### config.mk
export PLATFORM = sky130hd
export DESIGN_NAME = lidar_scan_cluster_zone_warning
export DESIGN_NICKNAME = d
export VERILOG_FILES = /design/src/sv/lszw_pkg.sv /design/src/sv/lszw_cordic.sv /design/src/sv/lidar_scan_cluster_zone_warning.sv
export SDC_FILE = /design/constraint.sdc
export NUM_CORES = 2
export LEC_CHECK = 0
export ABC_AREA = 1
export BUFFER_PORTS_ARGS = -buffer_cell sky130_fd_sc_hd__buf_2
export CAP_MARGIN = 20
export CORE_AREA = 2 2 330 463
export CTS_BUF_LIST = sky130_fd_sc_hd__clkbuf_2
export CTS_CLUSTER_SIZE = 20
export DETAILED_ROUTE_END_ITERATION = 16
export DIE_AREA = 0 0 332 465
export PLACE_DENSITY = 0.61
export SYNTH_ARGS = -nofsm -noshare
export SYNTH_HDL_FRONTEND = slang
export SYNTH_SLANG_ARGS = --single-unit
### constraint.sdc
create_clock -name clk -period 13.6 [get_ports clk]
set_clock_uncertainty 0.05 [all_clocks]
set_input_delay 2.72 -clock clk [delete_from_list [all_inputs] [get_ports clk]]
set_output_delay 2.72 -clock clk [all_outputs]
set_load 0.03 [all_outputs]
### src/sv/lszw_pkg.sv
// ----------------------------------------------------------------------------
// Lidar scan cluster package
// Shared types, widths, codes and the CORDIC arctangent table.
// ----------------------------------------------------------------------------
package lszw_pkg;

  localparam int XW = 36;  // CORDIC x/y datapath width
  localparam int ZW = 34;  // CORDIC angle accumulator width
  localparam int PW = 20;  // point coordinate width after rounding

  localparam logic [16:0] CORDIC_GAIN = 17'd39797;

  localparam logic KIND_CLUSTER = 1'b0;
  localparam logic KIND_SCAN    = 1'b1;

  localparam logic [1:0] ZONE_NEAR = 2'd0;
  localparam logic [1:0] ZONE_MID  = 2'd1;
  localparam logic [1:0] ZONE_FAR  = 2'd2;
  localparam logic [1:0] ZONE_NONE = 2'd3;

  localparam logic [2:0] REG_ROI_MIN_X = 3'd0;
  localparam logic [2:0] REG_ROI_MAX_X = 3'd1;
  localparam logic [2:0] REG_ROI_MIN_Y = 3'd2;
  localparam logic [2:0] REG_ROI_MAX_Y = 3'd3;
  localparam logic [2:0] REG_GAP       = 3'd4;
  localparam logic [2:0] REG_NEAR      = 3'd5;
  localparam logic [2:0] REG_MID       = 3'd6;
  localparam logic [2:0] REG_FAR       = 3'd7;

  typedef enum logic [3:0] {
    S_IDLE, S_PRE, S_START, S_ROT, S_CONV, S_ROI, S_SQX, S_SQY, S_SQG, S_JOIN, S_LAST
  } state_t;

  typedef struct packed {
    logic busy;
    logic done;
  } cordic_stat_t;

  function automatic logic signed [ZW-1:0] atan_lut(input logic [3:0] i);
    logic signed [ZW-1:0] v;
    unique case (i)
      4'd0:  v = 34'sd536870912;
      4'd1:  v = 34'sd316933406;
      4'd2:  v = 34'sd167458908;
      4'd3:  v = 34'sd85004756;
      4'd4:  v = 34'sd42667331;
      4'd5:  v = 34'sd21354465;
      4'd6:  v = 34'sd10679838;
      4'd7:  v = 34'sd5340245;
      4'd8:  v = 34'sd2670163;
      4'd9:  v = 34'sd1335087;
      4'd10: v = 34'sd667544;
      4'd11: v = 34'sd333772;
      4'd12: v = 34'sd166886;
      4'd13: v = 34'sd83443;
      4'd14: v = 34'sd41722;
      4'd15: v = 34'sd20861;
      default: v = '0;
    endcase
    return v;
  endfunction

endpackage

### src/sv/lszw_cordic.sv
// ----------------------------------------------------------------------------
// Lidar scan cluster CORDIC
// Iterative rotation-mode CORDIC, one micro-rotation per cycle, 16 steps.
// ----------------------------------------------------------------------------
module lszw_cordic
  import lszw_pkg::*;
(
  input  logic                 clk,
  input  logic                 rst_n,
  input  logic                 start,
  input  logic signed [XW-1:0] x0,
  input  logic signed [ZW-1:0] z0,
  output cordic_stat_t         stat,
  output logic signed [XW-1:0] x_out,
  output logic signed [XW-1:0] y_out
);

  logic signed [XW-1:0] x_r, y_r, x_nxt, y_nxt, xs, ys;
  logic signed [ZW-1:0] z_r, z_nxt;
  logic [3:0]           i_r;
  logic                 busy_r, done_r;

  // shared shift/add unit: one micro-rotation
  always_comb begin
    xs = x_r >>> i_r;
    ys = y_r >>> i_r;
    if (!z_r[ZW-1]) begin
      x_nxt = x_r - ys;
      y_nxt = y_r + xs;
      z_nxt = z_r - atan_lut(i_r);
    end else begin
      x_nxt = x_r + ys;
      y_nxt = y_r - xs;
      z_nxt = z_r + atan_lut(i_r);
    end
  end

  always_ff @(posedge clk) begin
    if (!rst_n) begin
      busy_r <= 1'b0;
      done_r <= 1'b0;
      i_r    <= '0;
    end else begin
      done_r <= 1'b0;
      if (start) begin
        busy_r <= 1'b1;
        i_r    <= '0;
      end else if (busy_r) begin
        i_r <= i_r + 4'd1;
        if (i_r == 4'd15) begin
          busy_r <= 1'b0;
          done_r <= 1'b1;
        end
      end
    end
  end

  always_ff @(posedge clk) begin
    if (start) begin
      x_r <= x0;
      y_r <= '0;
      z_r <= z0;
    end else if (busy_r) begin
      x_r <= x_nxt;
      y_r <= y_nxt;
      z_r <= z_nxt;
    end
  end

  assign stat.busy = busy_r;
  assign stat.done = done_r;
  assign x_out     = x_r;
  assign y_out     = y_r;

endmodule

### src/sv/lidar_scan_cluster_zone_warning.sv
// ----------------------------------------------------------------------------
// Lidar scan cluster zone warning
// Polar-to-Cartesian conversion, ROI gating, gap clustering and zone report.
// ----------------------------------------------------------------------------
// Sequence: a valid beam inside the ROI passes from accept to the cluster
//   decision load through the gain multiply, CORDIC start, 16 CORDIC steps
//   plus done, rounding, ROI test, 3 shared-multiplier squares and decision.
// Pacing: a new beam is accepted only once the previous one is through;
//   a last beam that closes a cluster issues that cluster before the summary.
//   A result waiting in the output register stalls only a further result.
// Reset (rst_n low, synchronous): control registers take their reset values,
//   scan state goes to the origin with no open cluster; payload is not reset.
module lidar_scan_cluster_zone_warning
  import lszw_pkg::*;
#(
  parameter int MAX_BEAMS = 2048
) (
  input  logic        clk,
  input  logic        rst_n,
  // input stream
  input  logic        in_tvalid,
  output logic        in_tready,
  input  logic [31:0] in_tdata,   // range_mm[15:0], beam_angle[31:16]
  input  logic        in_tuser,   // range_valid
  input  logic        in_tlast,   // last_beam
  // result stream
  output logic        out_tvalid,
  input  logic        out_tready,
  output logic [47:0] out_tdata,  // min_range_mm[15:0], point_count[27:16],
                                  // zone[29:28], cluster_total[41:30], zero pad
  output logic        out_tuser,  // result_kind
  output logic        out_tlast,  // last_of_run
  // configuration
  input  logic        cfg_psel,
  input  logic        cfg_penable,
  input  logic        cfg_pwrite,
  input  logic [4:0]  cfg_paddr,
  input  logic [31:0] cfg_pwdata,
  output logic [31:0] cfg_prdata,
  output logic        cfg_pready
);

  localparam int CAP_INT = (MAX_BEAMS < 4095) ? MAX_BEAMS : 4095;
  localparam logic [11:0] CNT_CAP = 12'(CAP_INT);

  // ---------------- configuration registers ----------------
  logic signed [16:0] roi_min_x_r, roi_max_x_r, roi_min_y_r, roi_max_y_r;
  logic [15:0]        gap_r, near_r, mid_r, far_r;
  logic               cfg_wr;
  logic [2:0]         cfg_idx;

  assign cfg_pready = 1'b1;
  assign cfg_wr     = cfg_psel && cfg_penable && cfg_pwrite && cfg_pready;
  assign cfg_idx    = cfg_paddr[4:2];

  always_ff @(posedge clk) begin
    if (!rst_n) begin
      roi_min_x_r <= 17'sd100;
      roi_max_x_r <= 17'sd10000;
      roi_min_y_r <= -17'sd1000;
      roi_max_y_r <= 17'sd1000;
      gap_r       <= 16'd300;
      near_r      <= 16'd1000;
      mid_r       <= 16'd4500;
      far_r       <= 16'd7000;
    end else if (cfg_wr) begin
      unique case (cfg_idx)
        REG_ROI_MIN_X: roi_min_x_r <= cfg_pwdata[16:0];
        REG_ROI_MAX_X: roi_max_x_r <= cfg_pwdata[16:0];
        REG_ROI_MIN_Y: roi_min_y_r <= cfg_pwdata[16:0];
        REG_ROI_MAX_Y: roi_max_y_r <= cfg_pwdata[16:0];
        REG_GAP:       gap_r       <= cfg_pwdata[15:0];
        REG_NEAR:      near_r      <= cfg_pwdata[15:0];
        REG_MID:       mid_r       <= cfg_pwdata[15:0];
        REG_FAR:       far_r       <= cfg_pwdata[15:0];
        default: ;
      endcase
    end
  end

  always_comb begin
    unique case (cfg_idx)
      REG_ROI_MIN_X: cfg_prdata = 32'(roi_min_x_r);
      REG_ROI_MAX_X: cfg_prdata = 32'(roi_max_x_r);
      REG_ROI_MIN_Y: cfg_prdata = 32'(roi_min_y_r);
      REG_ROI_MAX_Y: cfg_prdata = 32'(roi_max_y_r);
      REG_GAP:       cfg_prdata = {16'd0, gap_r};
      REG_NEAR:      cfg_prdata = {16'd0, near_r};
      REG_MID:       cfg_prdata = {16'd0, mid_r};
      REG_FAR:       cfg_prdata = {16'd0, far_r};
      default:       cfg_prdata = '0;
    endcase
  end

  // zone chain, applied in order as configured
  function automatic logic [1:0] zone_of(input logic [15:0] r, input logic [15:0] n,
                                         input logic [15:0] m, input logic [15:0] f);
    logic [1:0] z;
    priority if (r < n) z = ZONE_NEAR;
    else if (r < m)     z = ZONE_MID;
    else if (r < f)     z = ZONE_FAR;
    else                z = ZONE_NONE;
    return z;
  endfunction

  // ---------------- sequencer state ----------------
  state_t state_r, state_nxt;

  // beam latched at accept
  logic [15:0]        rng_r, rng_nxt;
  logic               last_r, last_nxt, flip_r, flip_nxt;
  logic signed [16:0] ang_r, ang_nxt;

  // work registers
  logic signed [39:0] prod_r, prod_nxt;   // shared multiplier result / d2 accumulator
  logic signed [PW-1:0] px_r, px_nxt, py_r, py_nxt, dx_r, dx_nxt, dy_r, dy_nxt;
  logic               join_r, join_nxt;

  // scan state
  logic signed [17:0] prev_x_r, prev_x_nxt, prev_y_r, prev_y_nxt;
  logic               open_r, open_nxt;
  logic [15:0]        cmin_r, cmin_nxt, smin_r, smin_nxt;
  logic [11:0]        cpts_r, cpts_nxt, ccnt_r, ccnt_nxt;

  // output register
  logic        ov_r, ov_nxt, okind_r, okind_nxt, olast_r, olast_nxt;
  logic [15:0] omin_r, omin_nxt;
  logic [11:0] opts_r, opts_nxt, otot_r, otot_nxt;
  logic [1:0]  ozone_r, ozone_nxt;

  // shared multiplier
  logic signed [19:0] mul_a, mul_b;
  logic signed [39:0] mul_p;
  assign mul_p = mul_a * mul_b;

  // CORDIC
  logic                 cs_start;
  cordic_stat_t         cs_stat;
  logic signed [XW-1:0] cx, cy, x0;
  logic signed [ZW-1:0] z0;

  assign x0 = prod_r[XW-1:0];
  // angle times 65536, sign-extended to the accumulator width
  assign z0 = {ang_r[16], ang_r, 16'd0};

  lszw_cordic u_cordic (
    .clk   (clk),
    .rst_n (rst_n),
    .start (cs_start),
    .x0    (x0),
    .z0    (z0),
    .stat  (cs_stat),
    .x_out (cx),
    .y_out (cy)
  );

  // combinational helpers
  logic signed [16:0]   a17;
  logic signed [XW-1:0] xr, yr;
  logic signed [PW-1:0] pxr, pyr;
  logic                 in_roi, slot_free, need_close;
  logic [11:0]          ccnt_inc, cpts_inc;
  logic [15:0]          cmin_min, smin_min;

  assign slot_free = !ov_r || out_tready;
  assign ccnt_inc  = (ccnt_r < CNT_CAP) ? ccnt_r + 12'd1 : ccnt_r;
  assign cpts_inc  = (cpts_r < CNT_CAP) ? cpts_r + 12'd1 : cpts_r;
  assign cmin_min  = (rng_r < cmin_r) ? rng_r : cmin_r;
  assign smin_min  = (rng_r < smin_r) ? rng_r : smin_r;
  assign need_close = !join_r && open_r;

  always_comb begin
    a17 = 17'(signed'(in_tdata[31:16]));
    xr  = cx + XW'(32768);
    yr  = cy + XW'(32768);
    pxr = xr[XW-1:16];
    pyr = yr[XW-1:16];
    in_roi = (px_r >= PW'(roi_min_x_r)) && (px_r <= PW'(roi_max_x_r)) &&
             (py_r >= PW'(roi_min_y_r)) && (py_r <= PW'(roi_max_y_r));
  end

  always_comb begin
    state_nxt  = state_r;
    rng_nxt    = rng_r;
    last_nxt   = last_r;
    flip_nxt   = flip_r;
    ang_nxt    = ang_r;
    prod_nxt   = prod_r;
    px_nxt     = px_r;
    py_nxt     = py_r;
    dx_nxt     = dx_r;
    dy_nxt     = dy_r;
    join_nxt   = join_r;
    prev_x_nxt = prev_x_r;
    prev_y_nxt = prev_y_r;
    open_nxt   = open_r;
    cmin_nxt   = cmin_r;
    smin_nxt   = smin_r;
    cpts_nxt   = cpts_r;
    ccnt_nxt   = ccnt_r;
    ov_nxt     = ov_r && !out_tready;
    okind_nxt  = okind_r;
    olast_nxt  = olast_r;
    omin_nxt   = omin_r;
    opts_nxt   = opts_r;
    otot_nxt   = otot_r;
    ozone_nxt  = ozone_r;
    in_tready  = 1'b0;
    cs_start   = 1'b0;
    mul_a      = '0;
    mul_b      = '0;

    unique case (state_r)
      S_IDLE: begin
        in_tready = 1'b1;
        if (in_tvalid) begin
          rng_nxt  = in_tdata[15:0];
          last_nxt = in_tlast;
          // fold the angle into [-pi/2, pi/2]
          priority if (a17 > 17'sd16384) begin
            ang_nxt  = a17 - 17'sd32768;
            flip_nxt = 1'b1;
          end else if (a17 < -17'sd16384) begin
            ang_nxt  = a17 + 17'sd32768;
            flip_nxt = 1'b1;
          end else begin
            ang_nxt  = a17;
            flip_nxt = 1'b0;
          end
          state_nxt = in_tuser ? S_PRE : S_LAST;
        end
      end
      S_PRE: begin
        // gain-compensated start vector
        mul_a     = {4'd0, rng_r};
        mul_b     = 20'(CORDIC_GAIN);
        prod_nxt  = mul_p;
        state_nxt = S_START;
      end
      S_START: begin
        cs_start  = 1'b1;
        state_nxt = S_ROT;
      end
      S_ROT: begin
        if (cs_stat.done) state_nxt = S_CONV;
      end
      S_CONV: begin
        // round to mm, undo the fold
        px_nxt    = flip_r ? -pxr : pxr;
        py_nxt    = flip_r ? -pyr : pyr;
        state_nxt = S_ROI;
      end
      S_ROI: begin
        dx_nxt    = px_r - PW'(prev_x_r);
        dy_nxt    = py_r - PW'(prev_y_r);
        state_nxt = in_roi ? S_SQX : S_LAST;
      end
      S_SQX: begin
        mul_a     = dx_r;
        mul_b     = dx_r;
        prod_nxt  = mul_p;
        state_nxt = S_SQY;
      end
      S_SQY: begin
        mul_a     = dy_r;
        mul_b     = dy_r;
        prod_nxt  = prod_r + mul_p;
        state_nxt = S_SQG;
      end
      S_SQG: begin
        mul_a     = {4'd0, gap_r};
        mul_b     = {4'd0, gap_r};
        join_nxt  = prod_r < mul_p;
        state_nxt = S_JOIN;
      end
      S_JOIN: begin
        if (!need_close || slot_free) begin
          if (need_close) begin
            ov_nxt    = 1'b1;
            okind_nxt = KIND_CLUSTER;
            omin_nxt  = cmin_r;
            opts_nxt  = cpts_r;
            ozone_nxt = zone_of(cmin_r, near_r, mid_r, far_r);
            otot_nxt  = ccnt_inc;
            olast_nxt = !last_r;
            ccnt_nxt  = ccnt_inc;
            cpts_nxt  = 12'd1;
            cmin_nxt  = rng_r;
          end else begin
            cpts_nxt  = cpts_inc;
            cmin_nxt  = cmin_min;
          end
          open_nxt   = 1'b1;
          smin_nxt   = smin_min;
          prev_x_nxt = px_r[17:0];
          prev_y_nxt = py_r[17:0];
          state_nxt  = S_LAST;
        end
      end
      S_LAST: begin
        if (!last_r) begin
          state_nxt = S_IDLE;
        end else if (slot_free) begin
          ov_nxt = 1'b1;
          if (open_r) begin
            // close the open cluster before the summary
            okind_nxt = KIND_CLUSTER;
            omin_nxt  = cmin_r;
            opts_nxt  = cpts_r;
            ozone_nxt = zone_of(cmin_r, near_r, mid_r, far_r);
            otot_nxt  = ccnt_inc;
            olast_nxt = 1'b0;
            ccnt_nxt  = ccnt_inc;
            open_nxt  = 1'b0;
            cmin_nxt  = 16'hFFFF;
            cpts_nxt  = '0;
          end else begin
            okind_nxt  = KIND_SCAN;
            omin_nxt   = smin_r;
            opts_nxt   = '0;
            ozone_nxt  = (ccnt_r == 12'd0) ? ZONE_NONE
                                           : zone_of(smin_r, near_r, mid_r, far_r);
            otot_nxt   = ccnt_r;
            olast_nxt  = 1'b1;
            prev_x_nxt = '0;
            prev_y_nxt = '0;
            cmin_nxt   = 16'hFFFF;
            cpts_nxt   = '0;
            ccnt_nxt   = '0;
            smin_nxt   = 16'hFFFF;
            state_nxt  = S_IDLE;
          end
        end
      end
      default: state_nxt = S_IDLE;
    endcase
  end

  // control state
  always_ff @(posedge clk) begin
    if (!rst_n) begin
      state_r  <= S_IDLE;
      ov_r     <= 1'b0;
      prev_x_r <= '0;
      prev_y_r <= '0;
      open_r   <= 1'b0;
      cmin_r   <= 16'hFFFF;
      smin_r   <= 16'hFFFF;
      cpts_r   <= '0;
      ccnt_r   <= '0;
    end else begin
      state_r  <= state_nxt;
      ov_r     <= ov_nxt;
      prev_x_r <= prev_x_nxt;
      prev_y_r <= prev_y_nxt;
      open_r   <= open_nxt;
      cmin_r   <= cmin_nxt;
      smin_r   <= smin_nxt;
      cpts_r   <= cpts_nxt;
      ccnt_r   <= ccnt_nxt;
    end
  end

  // payload registers
  always_ff @(posedge clk) begin
    rng_r   <= rng_nxt;
    last_r  <= last_nxt;
    flip_r  <= flip_nxt;
    ang_r   <= ang_nxt;
    prod_r  <= prod_nxt;
    px_r    <= px_nxt;
    py_r    <= py_nxt;
    dx_r    <= dx_nxt;
    dy_r    <= dy_nxt;
    join_r  <= join_nxt;
    okind_r <= okind_nxt;
    olast_r <= olast_nxt;
    omin_r  <= omin_nxt;
    opts_r  <= opts_nxt;
    otot_r  <= otot_nxt;
    ozone_r <= ozone_nxt;
  end

  assign out_tvalid = ov_r;
  assign out_tuser  = okind_r;
  assign out_tlast  = olast_r;
  assign out_tdata  = {6'd0, otot_r, ozone_r, opts_r, omin_r};

endmodule

==> impl_metrics.ini <==
[power_and_ir_drop]
total_power_mw = 13.23
peakVddDrop_uv = 156.9
p_sw_mw = 7.321
powerDensity_nw_per_um2 = 207.2
internal_power_mw = 5.905
pwr-share-comb_pct = 68.9
sw_frac_of_total_pct = 55.35
p_clk_share_pct = 10.1
power.leakage_nw = 30.36
seqPwrFrac_pct = 21.0

[synth]
postSynthAreaPerCell_um2 = 7.465
synth_cells = 8005
seq_area_frac_synth_pct = 23.42
synth-edff-count = 254
synth_area_um2 = 59760
synthFlopType = dfxtp_1
async_flop_share_pct = 0
ys_types = 61
synth_seq_cells = 572
yosys_warnings = 0

[worst_setup_path]
path_buf_inv = 14
startpoint_type = register
path_class = reg2reg
path_max_fanout = 19
critPathLaunch = state_r[3]$_SDFFE_PN0P_
r2r_end = join_r$_DFFE_PN_
crit_slowest_cell = a21oi_1
crit_required_ns = 14.81
worstSetupEndpointType = register
cp_common_cell = inv_1
slowest_delay_ns = 0.75
reg2reg_depth = 43
regToRegSetupSlack_ns = 1.76
path_delay_family = adder cells
r2r_start = state_r[3]$_SDFFE_PN0P_
worstPathArrival_ns = 13.05

[final_layout]
utilization_pct = 42.39
drive_gt1_share_pct = 7.372
nets = 9161
syn2layout_area_growth_pct = 6.796

[outcome]
status = complete, no violations

[die]
dieArea_um2 = 154400
core-area_um2 = 150600
rows = 169
initial_core_util_pct = 39.69
io_pins = 163
die-height_um = 465
die_w_um = 332

[clocking]
clock-sinks = 572
cts-root-buf = clkbuf_2
numCtsBuffers = 157
insertion_delay_ns = 1.63
ctsResizeCount = 0
cts_max_path_buffers = 3
clkSlewWorstSetupHoldPaths_ns = 0.11
cts-htree-levels = 4
cts_tree = done
post_cts_buffers = 0
cts_hold_buf = 0

[sta]
relSlewSlack_pct = 25.85
fmax_mhz = 84.46
fin_crit_ns = 11.84
fin_crit_sh_pct = 87.06
worst_pin_slew_ns = 1.112
rsz0062_at_grt = no
setup_tns_ns = 0
final-max-slew-violation-count = 0
hold_viol_final = 0
setup_viol = 0

[route]
vias = 54366
drtIter0Drc = 3937
drtPass1Iterations = 8
ant_nets = 0
drc = 0
wirelength_um = 189600
vias_per_cell = 5.324
route.detailed.wl_per_inst_um = 18.56

[hold_path]
hp-start = cpts_r[10]$_SDFFE_PN0P_
whs_path_depth = 2
holdCritPathClass = reg2reg
min_to = cpts_r[11]$_SDFFE_PN0P_

[global_route]
overflow = 0
grt_pass1_vias = 54051
grt_pass1_wl_um = 296800
grt_start_max_net_pins = 107
antenna_found_initial = 8
grt_usage_pct = 24.47

[placement]
place.gp.congestion = 0.9555
dp_hpwl_um = 151400
port-buffer-count = 138

[run]
cap_viol_max_count = 0
## cell type report
type / count / area, µm²
antenna: 11 / 27.53
clock buffer: 223 / 1116
clock inverter: 60 / 387.9
fill: 15682 / 86740
inverter: 1445 / 5428
multi-input combinational: 5725 / 39150
sequential: 572 / 14000
tap: 1966 / 2460
timing repair buffer: 209 / 1254
## through the flow
step	setup slack, ns	instances	instance area (µm²)	hold slack, ns
floorplan	4.158	8010	59780	0.3711
global placement	1.970	9915	62240	0.3790
detailed placement	1.960	9915	62240	0.3885
CTS	1.797	10198	63750	0.3487
global route	1.107	10210	63820	0.3909
finish	1.760	10211	63820	0.3860
## kinds of logic after synthesis
group | synth area share (%)
AND/OR/NAND/NOR | 19.63
buffers and inverters | 11.25
AO/OA/AOI/OAI | 15.76
adder cells (fa/ha/maj) | 25.69
flip-flops | 23.42
XOR/XNOR | 4.221
other | 0.01257
multiplexers | 0.01675
## tightest hold or removal path: cells and delay by family (launching register included)
kind,cells,cell delay (ns)
compound gates,1,0.07
flops,1,0.32
simple gates,1,0.08
## cells in the final DEF (no fill, tap or decap), types with 12 or more instances in the layout
master    netlist  final
a21o_1         26     26
a21oi_1       623    622
a221oi_1       31     31
a31oi_1        46     46
buf_2          36    137
buf_4          38     70
clkbuf_2        0    223
clkinv_1       14     48
clkinv_2        0     12
dfxtp_1       318    314
edfxtp_1      254    254
fa_1          423    423
ha_1          550    550
inv_1        1413   1409
inv_2          17     20
nand2_1      1399   1399
nand3_1       479    479
nand4_1        78     78
nor2_1        646    636
nor2_2          9     12
nor3_1         65     65
nor4_1         24     24
o211ai_1      107    107
o21a_1         18     18
o21ai_0       577    576
o21ai_1        48     48
o21ai_2        22     22
o21bai_1       25     25
o22ai_1        64     62
o31ai_1        19     19
or2_2          37     37
xnor2_1        94     94
xor2_1        194    194
## synthesized netlist by cell type, types with 18 or more instances
cell | instances | area share [%]
inv_1 | 1413 | 8.9
nand2_1 | 1399 | 8.8
nor2_1 | 646 | 4.1
a21oi_1 | 623 | 5.2
o21ai_0 | 577 | 4.8
ha_1 | 550 | 12
nand3_1 | 479 | 4.0
fa_1 | 423 | 14
dfxtp_1 | 318 | 11
edfxtp_1 | 254 | 13
xor2_1 | 194 | 2.8
clkbuf_1 | 167 | 1.0
o211ai_1 | 107 | 1.3
xnor2_1 | 94 | 1.4
nand4_1 | 78 | 0.82
nor3_1 | 65 | 0.54
o22ai_1 | 64 | 0.67
o21ai_1 | 48 | 0.40
a31oi_1 | 46 | 0.48
buf_4 | 38 | 0.48
or2_2 | 37 | 0.39
buf_2 | 36 | 0.30
a221oi_1 | 31 | 0.45
a21o_1 | 26 | 0.33
o21bai_1 | 25 | 0.31
nor4_1 | 24 | 0.25
o21ai_2 | 22 | 0.32
o31ai_1 | 19 | 0.24
o21a_1 | 18 | 0.23
## power groups by stage
stage | clock [mW] | sequential (mW) | combinational, mW
finish | 1.33 | 2.78 | 9.12
global route | 1.47 | 2.80 | 10.3
CTS | 1.38 | 2.77 | 9.07
detailed placement | 0 | 2.81 | 9.00
global placement | 0 | 2.81 | 8.91
floorplan | 0 | 2.64 | 6.71
## per-layer routing
| metal | track usage [%] | wire, µm | vias up |
|---|---|---|---|
| met1 | 27.17 | 71990 | 25540 |
| met3 | 3.372 | 9750 | 568 |
| met4 | 15.45 | 13260 | 2 |
| met5 | 0 | 13 | - |
| li1 | - | - | 26491 |
| met2 | 43.95 | 94550 | 1765 |
## worst max path at each step
stage | to | slack (ns) | cells past startpoint
global placement | join_r$_DFFE_PN_ | 1.97 | 44
CTS | join_r$_DFFE_PN_ | 1.80 | 43
global route | join_r$_DFFE_PN_ | 1.11 | 41
floorplan | join_r$_DFFE_PN_ | 4.16 | 42
finish | join_r$_DFFE_PN_ | 1.76 | 43
detailed placement | join_r$_DFFE_PN_ | 1.96 | 43
## state kept, by name (all words and copies together) (netlist names), 17 cells and up, named ones only
name,count
u_cordic.x_out,36
u_cordic.z_r,34
roi_max_y_r,17
ang_r,17
u_cordic.y_out,36
py_r,20
prev_y_r,18
roi_min_x_r,17
dx_r,20
prev_x_r,18
roi_min_y_r,17
dy_r,20
px_r,20
prod_r,40
roi_max_x_r,17
No activity file was read; power rests on OpenSTA's default activity.
